`src/hw/rtl/bfifo_pkg.sv`:
```
package bfifo_pkg;

  localparam int DEPTH       = 64;
  localparam int MAX_BLOCK   = 8;
  localparam int NUM_LANES   = MAX_BLOCK;
  localparam int IDX_W       = $clog2(DEPTH);
  localparam int LEN_W       = IDX_W + 1;
  localparam int CNT_W       = $clog2(MAX_BLOCK + 1);
  localparam int LANE_SEL_W  = (NUM_LANES > 1) ? $clog2(NUM_LANES) : 1;
  localparam int BANK_DEPTH  = DEPTH / NUM_LANES;
  localparam int ROW_W       = (BANK_DEPTH > 1) ? $clog2(BANK_DEPTH) : 1;
  localparam int BLOCK_W     = 8 * MAX_BLOCK;
  localparam int MAX_RESULTS = DEPTH - 1;

  typedef logic [7:0] byte_t;
  typedef logic [NUM_LANES-1:0][7:0] lane_bytes_t;

  typedef enum logic [2:0] {
    REQ_PUSH    = 3'd0,
    REQ_POP_ONE = 3'd1,
    REQ_POP_ALL = 3'd2,
    REQ_CLEAR   = 3'd3,
    REQ_STATUS  = 3'd4
  } req_e;

  typedef enum logic [1:0] {
    ST_OK    = 2'd0,
    ST_FULL  = 2'd1,
    ST_EMPTY = 2'd2
  } status_e;

  typedef enum logic [1:0] {
    FS_EMPTY = 2'd0,
    FS_DATA  = 2'd1,
    FS_FULL  = 2'd2
  } fill_state_e;

  // Write command broadcast to all lanes for one contiguous run of bytes.
  typedef struct packed {
    logic             active;
    logic [IDX_W-1:0] base;
    logic [CNT_W-1:0] run_len;
    logic [BLOCK_W-1:0] data;
  } lane_cmd_t;

  function automatic logic [LEN_W-1:0] clamp_len(input logic [LEN_W-1:0] v);
    logic [LEN_W-1:0] r;
    r = v;
    if (v < LEN_W'(2)) r = LEN_W'(2);
    if (v > LEN_W'(DEPTH)) r = LEN_W'(DEPTH);
    return r;
  endfunction

  function automatic logic [IDX_W-1:0] fill_of(input logic [IDX_W-1:0] wi,
                                                input logic [IDX_W-1:0] ri,
                                                input logic [LEN_W-1:0] len);
    logic [LEN_W-1:0] wrap;
    wrap = len - {1'b0, ri} + {1'b0, wi};
    if (wi >= ri) return wi - ri;
    return wrap[IDX_W-1:0];
  endfunction

  function automatic fill_state_e fill_state_of(input logic [IDX_W-1:0] fill,
                                                input logic [LEN_W-1:0] len);
    fill_state_e fs;
    if (fill == '0) fs = FS_EMPTY;
    else if (({1'b0, fill} + LEN_W'(1)) >= len) fs = FS_FULL;
    else fs = FS_DATA;
    return fs;
  endfunction

  // Advance an index by a run that never passes the ring end.
  function automatic logic [IDX_W-1:0] advance(input logic [IDX_W-1:0] idx,
                                               input logic [CNT_W-1:0] step,
                                               input logic [LEN_W-1:0] len);
    logic [LEN_W-1:0] sum;
    sum = {1'b0, idx} + LEN_W'(step);
    if (sum >= len) return '0;
    return sum[IDX_W-1:0];
  endfunction

endpackage

```
`src/hw/rtl/bfifo_if.sv`:
```
interface bfifo_req_if import bfifo_pkg::*; ();
  logic               valid;
  logic               ready;
  logic [2:0]         req_type;
  logic [BLOCK_W-1:0] data_bytes;
  logic [CNT_W-1:0]   byte_count;

  modport source (output valid, output req_type, output data_bytes, output byte_count,
                  input ready);
  modport sink (input valid, input req_type, input data_bytes, input byte_count,
                output ready);
endinterface

interface bfifo_rsp_if import bfifo_pkg::*; ();
  logic             valid;
  logic             ready;
  logic [1:0]       status_code;
  logic [7:0]       data_byte;
  logic             last;
  logic [IDX_W-1:0] fill_count;
  logic [1:0]       fill_state;

  modport source (output valid, output status_code, output data_byte, output last,
                  output fill_count, output fill_state, input ready);
  modport sink (input valid, input status_code, input data_byte, input last,
                input fill_count, input fill_state, output ready);
endinterface

```
`src/hw/rtl/bfifo_lane.sv`:
```
module bfifo_lane import bfifo_pkg::*; (
  input  logic                  clk_i,
  input  logic [LANE_SEL_W-1:0] lane_id_i,
  input  lane_cmd_t             cmd_i,
  input  logic [ROW_W-1:0]      rd_row_i,
  output byte_t                 rd_data_o
);

  // Each lane owns the entries whose index modulo the lane count equals its id.
  logic [LANE_SEL_W-1:0] offset;
  logic [IDX_W-1:0]      addr;
  logic                  we;
  byte_t                 wr_byte;
  byte_t                 bank_q [BANK_DEPTH];
  byte_t                 rd_data_q;

  always_comb begin
    offset  = lane_id_i - cmd_i.base[LANE_SEL_W-1:0];
    addr    = cmd_i.base + IDX_W'(offset);
    we      = cmd_i.active && (CNT_W'(offset) < cmd_i.run_len);
    wr_byte = cmd_i.data[{offset, 3'b000} +: 8];
  end

  always_ff @(posedge clk_i) begin
    if (we) begin
      bank_q[addr[IDX_W-1:LANE_SEL_W]] <= wr_byte;
    end
    rd_data_q <= bank_q[rd_row_i];
  end

  assign rd_data_o = rd_data_q;

endmodule

```
`src/hw/rtl/bfifo_merge.sv`:
```
module bfifo_merge import bfifo_pkg::*; (
  input  logic                  clk_i,
  input  lane_bytes_t           lane_data_i,
  input  logic [LANE_SEL_W-1:0] sel_i,
  output byte_t                 data_o
);

  // The lane select is registered alongside the lanes' read data.
  logic [LANE_SEL_W-1:0] sel_q;

  always_ff @(posedge clk_i) begin
    sel_q <= sel_i;
  end

  assign data_o = lane_data_i[sel_q];

endmodule

```
`src/hw/rtl/byte_ring_fifo.sv`:
```
// Byte ring FIFO. The ring spans the first ring_length bytes of a 64-byte
// store and keeps one slot free, so it holds at most ring_length - 1 bytes.
// A push word carries up to eight bytes and is taken whole or refused with
// status full; pop one returns one byte, pop all returns every stored byte
// oldest first with last set on the final word, clear empties the ring, and
// any other request type is a status query. Every response word reports the
// fill count and fill state after it. Writing ring_length (clamped to 2..64)
// also empties the ring; write it only while the block is idle. Timing: a
// request is taken only when the block is idle and the response register is
// free. Push, clear and status give their response in the cycle after the
// request; a push whose block runs past the ring end writes its two
// contiguous runs in turn, the second in state S_PUSH2, because the eight bank
// lanes can each take one byte per cycle. A pop first enters S_READ while the
// bank lanes and the merge select register the first byte, and then delivers
// one byte per cycle while the response side accepts them.
module byte_ring_fifo import bfifo_pkg::*; (
  input  logic             clk_i,
  input  logic             rst_ni,
  input  logic             cfg_we_i,
  input  logic [LEN_W-1:0] cfg_wdata_i,
  bfifo_req_if.sink        req_i,
  bfifo_rsp_if.source      rsp_o
);

  typedef enum logic [2:0] {
    S_IDLE  = 3'b001,
    S_PUSH2 = 3'b010,
    S_READ  = 3'b100
  } state_e;

  state_e             state_q, state_d;
  logic [LEN_W-1:0]   len_q;
  logic [IDX_W-1:0]   wi_q, wi_d;
  logic [IDX_W-1:0]   ri_q, ri_d;
  logic [BLOCK_W-1:0] rem_q, rem_d;
  logic [CNT_W-1:0]   run2_q, run2_d;
  logic               pop_one_q, pop_one_d;
  logic [IDX_W-1:0]   cnt_q, cnt_d;

  logic               rsp_valid_q, rsp_valid_d;
  status_e            rsp_status_q, rsp_status_d;
  byte_t              rsp_data_q, rsp_data_d;
  logic               rsp_last_q, rsp_last_d;
  logic [IDX_W-1:0]   rsp_fill_q, rsp_fill_d;
  fill_state_e        rsp_fs_q, rsp_fs_d;

  logic               can_emit;
  logic               req_ready;
  logic               accept;
  logic               emit;
  logic [CNT_W-1:0]   count_c;
  logic [IDX_W-1:0]   fill_now;
  logic [LEN_W-1:0]   space;
  logic [LEN_W-1:0]   room;
  logic [CNT_W-1:0]   n1;
  logic               push_fit;
  logic [IDX_W-1:0]   ri_next;
  logic               pop_done;
  lane_cmd_t          lane_cmd;
  lane_bytes_t        lane_data;
  byte_t              merged_byte;

  // The bank lanes each hold every eighth byte of the ring. A contiguous run
  // of up to eight bytes therefore touches each lane at most once.
  for (genvar g = 0; g < NUM_LANES; g++) begin : g_lane
    bfifo_lane u_lane (
      .clk_i     (clk_i),
      .lane_id_i (LANE_SEL_W'(g)),
      .cmd_i     (lane_cmd),
      .rd_row_i  (ri_d[IDX_W-1:LANE_SEL_W]),
      .rd_data_o (lane_data[g])
    );
  end

  // The lanes read at the next read index, so the byte at the current read
  // index is always waiting at the merge output.
  bfifo_merge u_merge (
    .clk_i       (clk_i),
    .lane_data_i (lane_data),
    .sel_i       (ri_d[LANE_SEL_W-1:0]),
    .data_o      (merged_byte)
  );

  always_comb begin
    can_emit  = !rsp_valid_q || rsp_o.ready;
    req_ready = (state_q == S_IDLE) && can_emit;
    accept    = req_i.valid && req_ready;

    // A count above the block size is taken as the block size.
    count_c  = (req_i.byte_count > CNT_W'(MAX_BLOCK)) ? CNT_W'(MAX_BLOCK)
                                                      : req_i.byte_count;
    fill_now = fill_of(wi_q, ri_q, len_q);
    space    = len_q - LEN_W'(1) - {1'b0, fill_now};
    push_fit = LEN_W'(count_c) <= space;
    // The first run stops at the ring end; the rest wraps to index zero.
    room     = len_q - {1'b0, wi_q};
    n1       = (LEN_W'(count_c) < room) ? count_c : room[CNT_W-1:0];

    ri_next  = advance(ri_q, CNT_W'(1), len_q);
    pop_done = pop_one_q || (wi_q == ri_next) || (cnt_q == IDX_W'(MAX_RESULTS - 1));

    state_d   = state_q;
    wi_d      = wi_q;
    ri_d      = ri_q;
    rem_d     = rem_q;
    run2_d    = run2_q;
    pop_one_d = pop_one_q;
    cnt_d     = cnt_q;

    lane_cmd.active  = 1'b0;
    lane_cmd.base    = wi_q;
    lane_cmd.run_len = n1;
    lane_cmd.data    = req_i.data_bytes;

    emit         = 1'b0;
    rsp_status_d = ST_OK;
    rsp_data_d   = '0;
    rsp_last_d   = 1'b1;

    case (state_q)
      S_IDLE: begin
        if (accept) begin
          case (req_i.req_type)
            REQ_PUSH: begin
              if (!push_fit) begin
                emit         = 1'b1;
                rsp_status_d = ST_FULL;
              end else begin
                lane_cmd.active = 1'b1;
                wi_d            = advance(wi_q, n1, len_q);
                if (n1 != count_c) begin
                  state_d = S_PUSH2;
                  run2_d  = count_c - n1;
                  rem_d   = req_i.data_bytes >> {n1, 3'b000};
                end else begin
                  emit = 1'b1;
                end
              end
            end
            REQ_POP_ONE, REQ_POP_ALL: begin
              if (wi_q == ri_q) begin
                emit         = 1'b1;
                rsp_status_d = ST_EMPTY;
              end else begin
                state_d   = S_READ;
                pop_one_d = (req_i.req_type == REQ_POP_ONE);
                cnt_d     = '0;
              end
            end
            REQ_CLEAR: begin
              wi_d = '0;
              ri_d = '0;
              emit = 1'b1;
            end
            default: begin
              emit = 1'b1;
            end
          endcase
        end
      end
      S_PUSH2: begin
        if (can_emit) begin
          lane_cmd.active  = 1'b1;
          lane_cmd.run_len = run2_q;
          lane_cmd.data    = rem_q;
          wi_d             = advance(wi_q, run2_q, len_q);
          emit             = 1'b1;
          state_d          = S_IDLE;
        end
      end
      S_READ: begin
        if (can_emit) begin
          ri_d       = ri_next;
          emit       = 1'b1;
          rsp_data_d = merged_byte;
          rsp_last_d = pop_done;
          cnt_d      = cnt_q + IDX_W'(1);
          if (pop_done) begin
            state_d = S_IDLE;
          end
        end
      end
      default: begin
        state_d = S_IDLE;
      end
    endcase

    // A length write restarts the ring.
    if (cfg_we_i) begin
      wi_d = '0;
      ri_d = '0;
    end

    rsp_fill_d  = fill_of(wi_d, ri_d, len_q);
    rsp_fs_d    = fill_state_of(rsp_fill_d, len_q);
    rsp_valid_d = emit ? 1'b1 : (rsp_o.ready ? 1'b0 : rsp_valid_q);
  end

  always_ff @(posedge clk_i or negedge rst_ni) begin
    if (!rst_ni) begin
      state_q     <= S_IDLE;
      len_q       <= LEN_W'(DEPTH);
      wi_q        <= '0;
      ri_q        <= '0;
      run2_q      <= '0;
      pop_one_q   <= 1'b0;
      cnt_q       <= '0;
      rsp_valid_q <= 1'b0;
    end else begin
      state_q     <= state_d;
      wi_q        <= wi_d;
      ri_q        <= ri_d;
      run2_q      <= run2_d;
      pop_one_q   <= pop_one_d;
      cnt_q       <= cnt_d;
      rsp_valid_q <= rsp_valid_d;
      if (cfg_we_i) begin
        len_q <= clamp_len(cfg_wdata_i);
      end
    end
  end

  always_ff @(posedge clk_i) begin
    rem_q <= rem_d;
    if (emit) begin
      rsp_status_q <= rsp_status_d;
      rsp_data_q   <= rsp_data_d;
      rsp_last_q   <= rsp_last_d;
      rsp_fill_q   <= rsp_fill_d;
      rsp_fs_q     <= rsp_fs_d;
    end
  end

  assign req_i.ready       = req_ready;
  assign rsp_o.valid       = rsp_valid_q;
  assign rsp_o.status_code = rsp_status_q;
  assign rsp_o.data_byte   = rsp_data_q;
  assign rsp_o.last        = rsp_last_q;
  assign rsp_o.fill_count  = rsp_fill_q;
  assign rsp_o.fill_state  = rsp_fs_q;

`ifndef ASSERT_OFF
  // Both indices stay inside the ring.
  a_idx_in_ring: assert property (@(posedge clk_i) disable iff (!rst_ni)
    ({1'b0, wi_q} < len_q) && ({1'b0, ri_q} < len_q))
    else $error("ring index outside ring length");

  // A pop only streams while bytes remain.
  a_read_not_empty: assert property (@(posedge clk_i) disable iff (!rst_ni)
    (state_q == S_READ) |-> (wi_q != ri_q))
    else $error("pop streaming from an empty ring");

  // The second run of a wrapped push always starts at index zero.
  a_push2_at_zero: assert property (@(posedge clk_i) disable iff (!rst_ni)
    (state_q == S_PUSH2) |-> (wi_q == '0) && (run2_q != '0))
    else $error("wrapped push second run misplaced");
`endif

endmodule

```
`src/flat_wrapper.sv`:
```
// flat-port wrapper written by rule: the top's interface ports become plain ports
module byte_ring_fifo_flat import bfifo_pkg::*;
  (clk_i, rst_ni, cfg_we_i, cfg_wdata_i, req_i_valid, req_i_req_type, req_i_data_bytes, req_i_byte_count, req_i_ready, rsp_o_valid, rsp_o_status_code, rsp_o_data_byte, rsp_o_last, rsp_o_fill_count, rsp_o_fill_state, rsp_o_ready);
  bfifo_req_if req_i_i ();
  bfifo_rsp_if rsp_o_i ();
  input  logic clk_i;
  input  logic rst_ni;
  input  logic cfg_we_i;
  input  logic [LEN_W-1:0] cfg_wdata_i;
  input wire logic [$bits(req_i_i.valid)-1:0] req_i_valid;
  input wire logic [$bits(req_i_i.req_type)-1:0] req_i_req_type;
  input wire logic [$bits(req_i_i.data_bytes)-1:0] req_i_data_bytes;
  input wire logic [$bits(req_i_i.byte_count)-1:0] req_i_byte_count;
  output wire logic [$bits(req_i_i.ready)-1:0] req_i_ready;
  output wire logic [$bits(rsp_o_i.valid)-1:0] rsp_o_valid;
  output wire logic [$bits(rsp_o_i.status_code)-1:0] rsp_o_status_code;
  output wire logic [$bits(rsp_o_i.data_byte)-1:0] rsp_o_data_byte;
  output wire logic [$bits(rsp_o_i.last)-1:0] rsp_o_last;
  output wire logic [$bits(rsp_o_i.fill_count)-1:0] rsp_o_fill_count;
  output wire logic [$bits(rsp_o_i.fill_state)-1:0] rsp_o_fill_state;
  input wire logic [$bits(rsp_o_i.ready)-1:0] rsp_o_ready;
  assign req_i_i.valid = req_i_valid;
  assign req_i_i.req_type = req_i_req_type;
  assign req_i_i.data_bytes = req_i_data_bytes;
  assign req_i_i.byte_count = req_i_byte_count;
  assign req_i_ready = req_i_i.ready;
  assign rsp_o_valid = rsp_o_i.valid;
  assign rsp_o_status_code = rsp_o_i.status_code;
  assign rsp_o_data_byte = rsp_o_i.data_byte;
  assign rsp_o_last = rsp_o_i.last;
  assign rsp_o_fill_count = rsp_o_i.fill_count;
  assign rsp_o_fill_state = rsp_o_i.fill_state;
  assign rsp_o_i.ready = rsp_o_ready;
  byte_ring_fifo u_core (.clk_i(clk_i), .rst_ni(rst_ni), .cfg_we_i(cfg_we_i), .cfg_wdata_i(cfg_wdata_i), .req_i(req_i_i), .rsp_o(rsp_o_i));
endmodule
```
`config.mk`:
```
export PLATFORM = sky130hd
export DESIGN_NAME = byte_ring_fifo_flat
export DESIGN_NICKNAME = d
export VERILOG_FILES = /design/src/hw/rtl/bfifo_pkg.sv /design/src/hw/rtl/bfifo_if.sv /design/src/hw/rtl/bfifo_lane.sv /design/src/hw/rtl/bfifo_merge.sv /design/src/hw/rtl/byte_ring_fifo.sv /design/src/flat_wrapper.sv
export SDC_FILE = /design/constraint.sdc
export NUM_CORES = 1
export LEC_CHECK = 0
export BUFFER_PORTS_ARGS = -buffer_cell sky130_fd_sc_hd__buf_2
export CORE_UTILIZATION = 57
export CTS_CLUSTER_DIAMETER = 80
export DETAILED_ROUTE_END_ITERATION = 7
export MAX_ROUTING_LAYER = met4
export PLACE_DENSITY = 0.77
export SLEW_MARGIN = 20
export SYNTH_ARGS = -nofsm -noshare
export SYNTH_HDL_FRONTEND = slang
export SYNTH_HIERARCHICAL = 1
export SYNTH_SLANG_ARGS = --single-unit
```
`constraint.sdc`:
```
create_clock -name clk_i -period 10.35 [get_ports clk_i]
set_input_delay 1.035 -clock clk_i [delete_from_list [all_inputs] [get_ports clk_i]]
set_output_delay 1.035 -clock clk_i [all_outputs]
set_load 0.1 [all_outputs]
```
==> parameters.txt <==
Parameter                              Value

GRT
  Via count of the first global-routing pass    24,300
  Total gr overflow    0
  Pin count of the biggest net entering global routing    84
  Wire length of the first global-routing pass    between 150 and 200 mm
  GRT Total Usage    31.0%
  Initial antenna violation count    7

Detailed routing
  Detailed Routing Iterations Pass 1    6
  DR DRC count    0
  Uppermost signal routing layer after detailed routing    met4
  First-iteration detailed-routing DRC count    approximately 3,000
  Total routed wire length on the met1 layer    ~39 mm
  Post-detailed-route count of antenna-violating nets    0
  Routed wl met2    46.6 mm
  Met3 routed WL    between 10 and 15 mm
  Routed via count divided by cell count    slightly below 7
  Total detailed-routing wirelength    99.7 mm
  Avg WL per Cell    between 20 and 30 um
  Number of vias in the routed layout    approximately 25,000

Timing
  Tightest Pin Transition    between 1 and 1.5 ns
  Final-report max-slew violation count    0
  Post-route clock period utilization    roughly 92%
  Unrepaired setup endpoints after global routing    no
  Maximum clock skew at final layout    ~0.026 ns
  Max-slew headroom at the worst pin    21.1%
  Sum of negative setup slack    0 ns
  Hold Vio Cnt, Final    0
  Final min period    approximately 9.5 ns
  Total of endpoints with negative setup slack in the final report    0
  Top achievable clock speed    105 MHz

Clock network
  Root cell of the clock tree    clkbuf_16
  Clock buffer depth    3
  Clock latency of the later-clocked register in the worst-skew pair    roughly 0.62 ns
  CTS sink count    roughly 700
  H-tree lvl count    3
  Clock tree from TritonCTS    yes
  Number of buffers created by CTS    73
  CTS clk-pin slew, worst paths    roughly 0.06 ns
  Number of buffers inserted by hold repair at cts    0

Die
  Floorplan Core Area    0.0659 mm^2
  Die height    roughly 260 um
  Number of cell rows    94
  Number of primary I/O pins    between 100 and 150
  Die outline width    between 200 and 300 um
  Overall die area    between 0.06 and 0.07 mm^2
  Initial standard-cell utilization of the core    about 58%

Synthesis
  Most frequently used flop master after synthesis    edfxtp_1
  Area of the mapped netlist    about 0.038 mm^2
  Async set or reset register ratio after synthesis    under 10%
  Dominant cell type by area after synthesis    edfxtp_1
  Number of enable-type register cells in the synthesized netlist    595
  Number of unique standard cell types used by synthesis    86
  Synth top area share    between 40% and 50%
  Top post-synthesis cells by area    edfxtp_1 47%, mux4_2 15%, ha_1 4.4%
  Instance count of the mapped netlist    approximately 2,600
  Yosys synthesis warning count    6
  Flip-flop and latch count after synthesis    696
  Average instance area after synthesis    14.7 um^2
  Share of synthesized area occupied by flip-flops and latches    between 50% and 60%

Status
  Run status    completed

Worst setup path
  Crit path required time    around 11 ns
  Arrival time reported for the critical path endpoint    9.86 ns
  Type of element capturing the critical path    flop
  Worst Setup Path Type    reg2reg
  Dominant delay contributor by cell family on the critical path    compound AO/OA/AOI/OAI gates
  Critical Path Start Type    flop
  Maximum fanout along the worst path    11
  Most repeated library cell on the critical path    ha_1
  Library cell contributing the largest single delay on the critical path    fa_1
  Slowest Stage Delay on Critical Path    about 0.42 ns
  CP Buf/Inv Count    7

Min path
  Kind of path behind the tightest hold check    in2async

Final layout
  Register Area    0.0201 mm^2
  Cell Count, Final, Fillers Out    3,646
  Layout cells sized above 1    27.6%
  Core Util, Final    a little under two thirds
  Final design area excluding fillers    about 0.042 mm^2
  Net count, final    2,960
  Fillcell total    approximately 4,600
  Area growth from synthesis to layout    10.3%
  Total area of multi-input combinational cells    between 0.015 and 0.02 mm^2

Place
  Cell Count Post-Placement    3,507
  Final GP Congestion    0.971
  Placed wire-length estimate after detailed placement    between 60 and 70 mm
  Port-buffer cells    103
  Placed standard-cell area    between 0.03 and 0.04 mm^2

Power and ir drop
  Power per cell area    173 mW/mm^2
  Peak supply drop    between 0.1 and 0.15 mV
  Static power due to leakage    14.9 nW

Flow run
  Max_cap viols    0
-- worst reg2reg max path: cells and delay by family, from the launching register on --
family / cells / cell delay, ns
AO/OA/AOI/OAI: 21 / 3.88
buffers and inverters: 7 / 0.86
flip-flops: 1 / 0.38
adder cells (fa/ha/maj): 9 / 2.72
multiplexers: 1 / 0.31
XOR/XNOR: 1 / 0.16
AND/OR/NAND/NOR: 10 / 0.95
-- cell families (layout without fill, tap and decap cells) --
family | after synthesis | count (layout) | synth area share [%]
DFF | 696 | 696 | 52.8
and+or+nand+nor | 604 | 604 | 8.00
muxes | 478 | 478 | 22.3
AOI/OAI and AO/OA | 326 | 326 | 5.95
buffers and inverters | 256 | 423 | 3.49
adders and majority gates | 159 | 159 | 5.73
xor gates and xnor gates | 68 | 68 | 1.72
other | 2 | 28 | 0.0198
-- final cells by class --
cell class | count | area share [%]
Sequential cell | 696 | 47.9
Multi-Input combinational cell | 1659 | 40.2
Clock buffer | 103 | 4.89
Tap cell | 864 | 2.58
Timing Repair Buffer | 164 | 2.33
Inverter | 124 | 1.13
Clock inverter | 32 | 1.00
Antenna cell | 4 | 0.0239
-- worst paths after layout --
path	start	cells past startpoint	slack, ns	endpoint
worst max-delay path	u_core/wi_q[1]	49	0.83	u_core/rsp_o.fill_state[1]
worst min-delay path	rst_ni	1	0.54	u_core/len_q[5]
worst max register to register	u_core/wi_q[1]	49	0.83	u_core/rsp_o.fill_state[1]
worst min register to register	u_core/cnt_q[4]	2	0.55	u_core/cnt_q[4]
max in group asynchronous	rst_ni	1	9.19	u_core/wi_q[4]
min in group clk_i	u_core/cnt_q[4]	2	0.55	u_core/cnt_q[4]
-- layer usage --
metal	up-vias	track usage, %
li1	10400	-
met3	226	5.48
met5	-	-
met4	0	11.4
met1	12400	41.8
met2	1557	47.4
-- repair_timing --
action / CTS / global route
gates resized for setup: 0 / 1
setup endpoints to repair: 0 / 1
setup buffers: 0 / 0
-- through the flow --
stage          power, mW  worst slack (ns)  hold WS (ns)
2_1_floorplan       4.24             0.691         0.459
3_3_place_gp        4.55              1.04         0.509
3_5_place_dp        4.60             0.833         0.538
4_1_cts             7.27             0.820         0.552
5_1_grt             7.49             0.152         0.575
6_report            7.26             0.834         0.545
-- state kept, by name, summed over array words and instances (netlist names), 3 cells and up --
signal                          flops
u_core/wi_q                         6
u_core/state_q                      3
u_core/cnt_q                        6
u_core/g_lane.u_lane/bank_q       512
u_core/rsp_o.data_byte              8
u_core/rsp_o.fill_count             6
u_core/g_lane.u_lane/rd_data_o     64
u_core/u_merge/sel_q                3
u_core/rem_q                       64
u_core/len_q                        7
u_core/ri_q                         6
u_core/run2_q                       4
-- placed cells by master, fill, tap and decap left out, types with 28 or more instances in the layout --
cell type  count
a21oi_1       59
dfxtp_1       67
o21ai_0       60
mux4_2       260
buf_4         60
clkbuf_16     75
nand2_1      268
and3_1        31
nor4_1        28
mux2i_1       53
edfxtp_1     595
buf_2        103
dfrtp_1       29
xor2_1        31
ha_1         130
nor2_1        94
xnor2_1       29
mux2_2       147
inv_1        120
-- report_power, final --
part           switching, mW  internal (mW)
combinational          0.852          0.450
sequential            0.0431           3.23
clock                   1.09           1.60
-- cell usage after synthesis, types with 31 or more instances --
library cell  instances
mux2i_1              54
inv_1               122
ha_1                134
and3_1               31
buf_6                37
mux2_2              147
dfrtp_1              32
nand2_1             269
nor2_1               94
xor2_1               31
dfxtp_1              67
mux4_2              260
o21ai_0              61
clkbuf_1             46
edfxtp_1            595
a21oi_1              65
(Power assumes the default switching activity.)
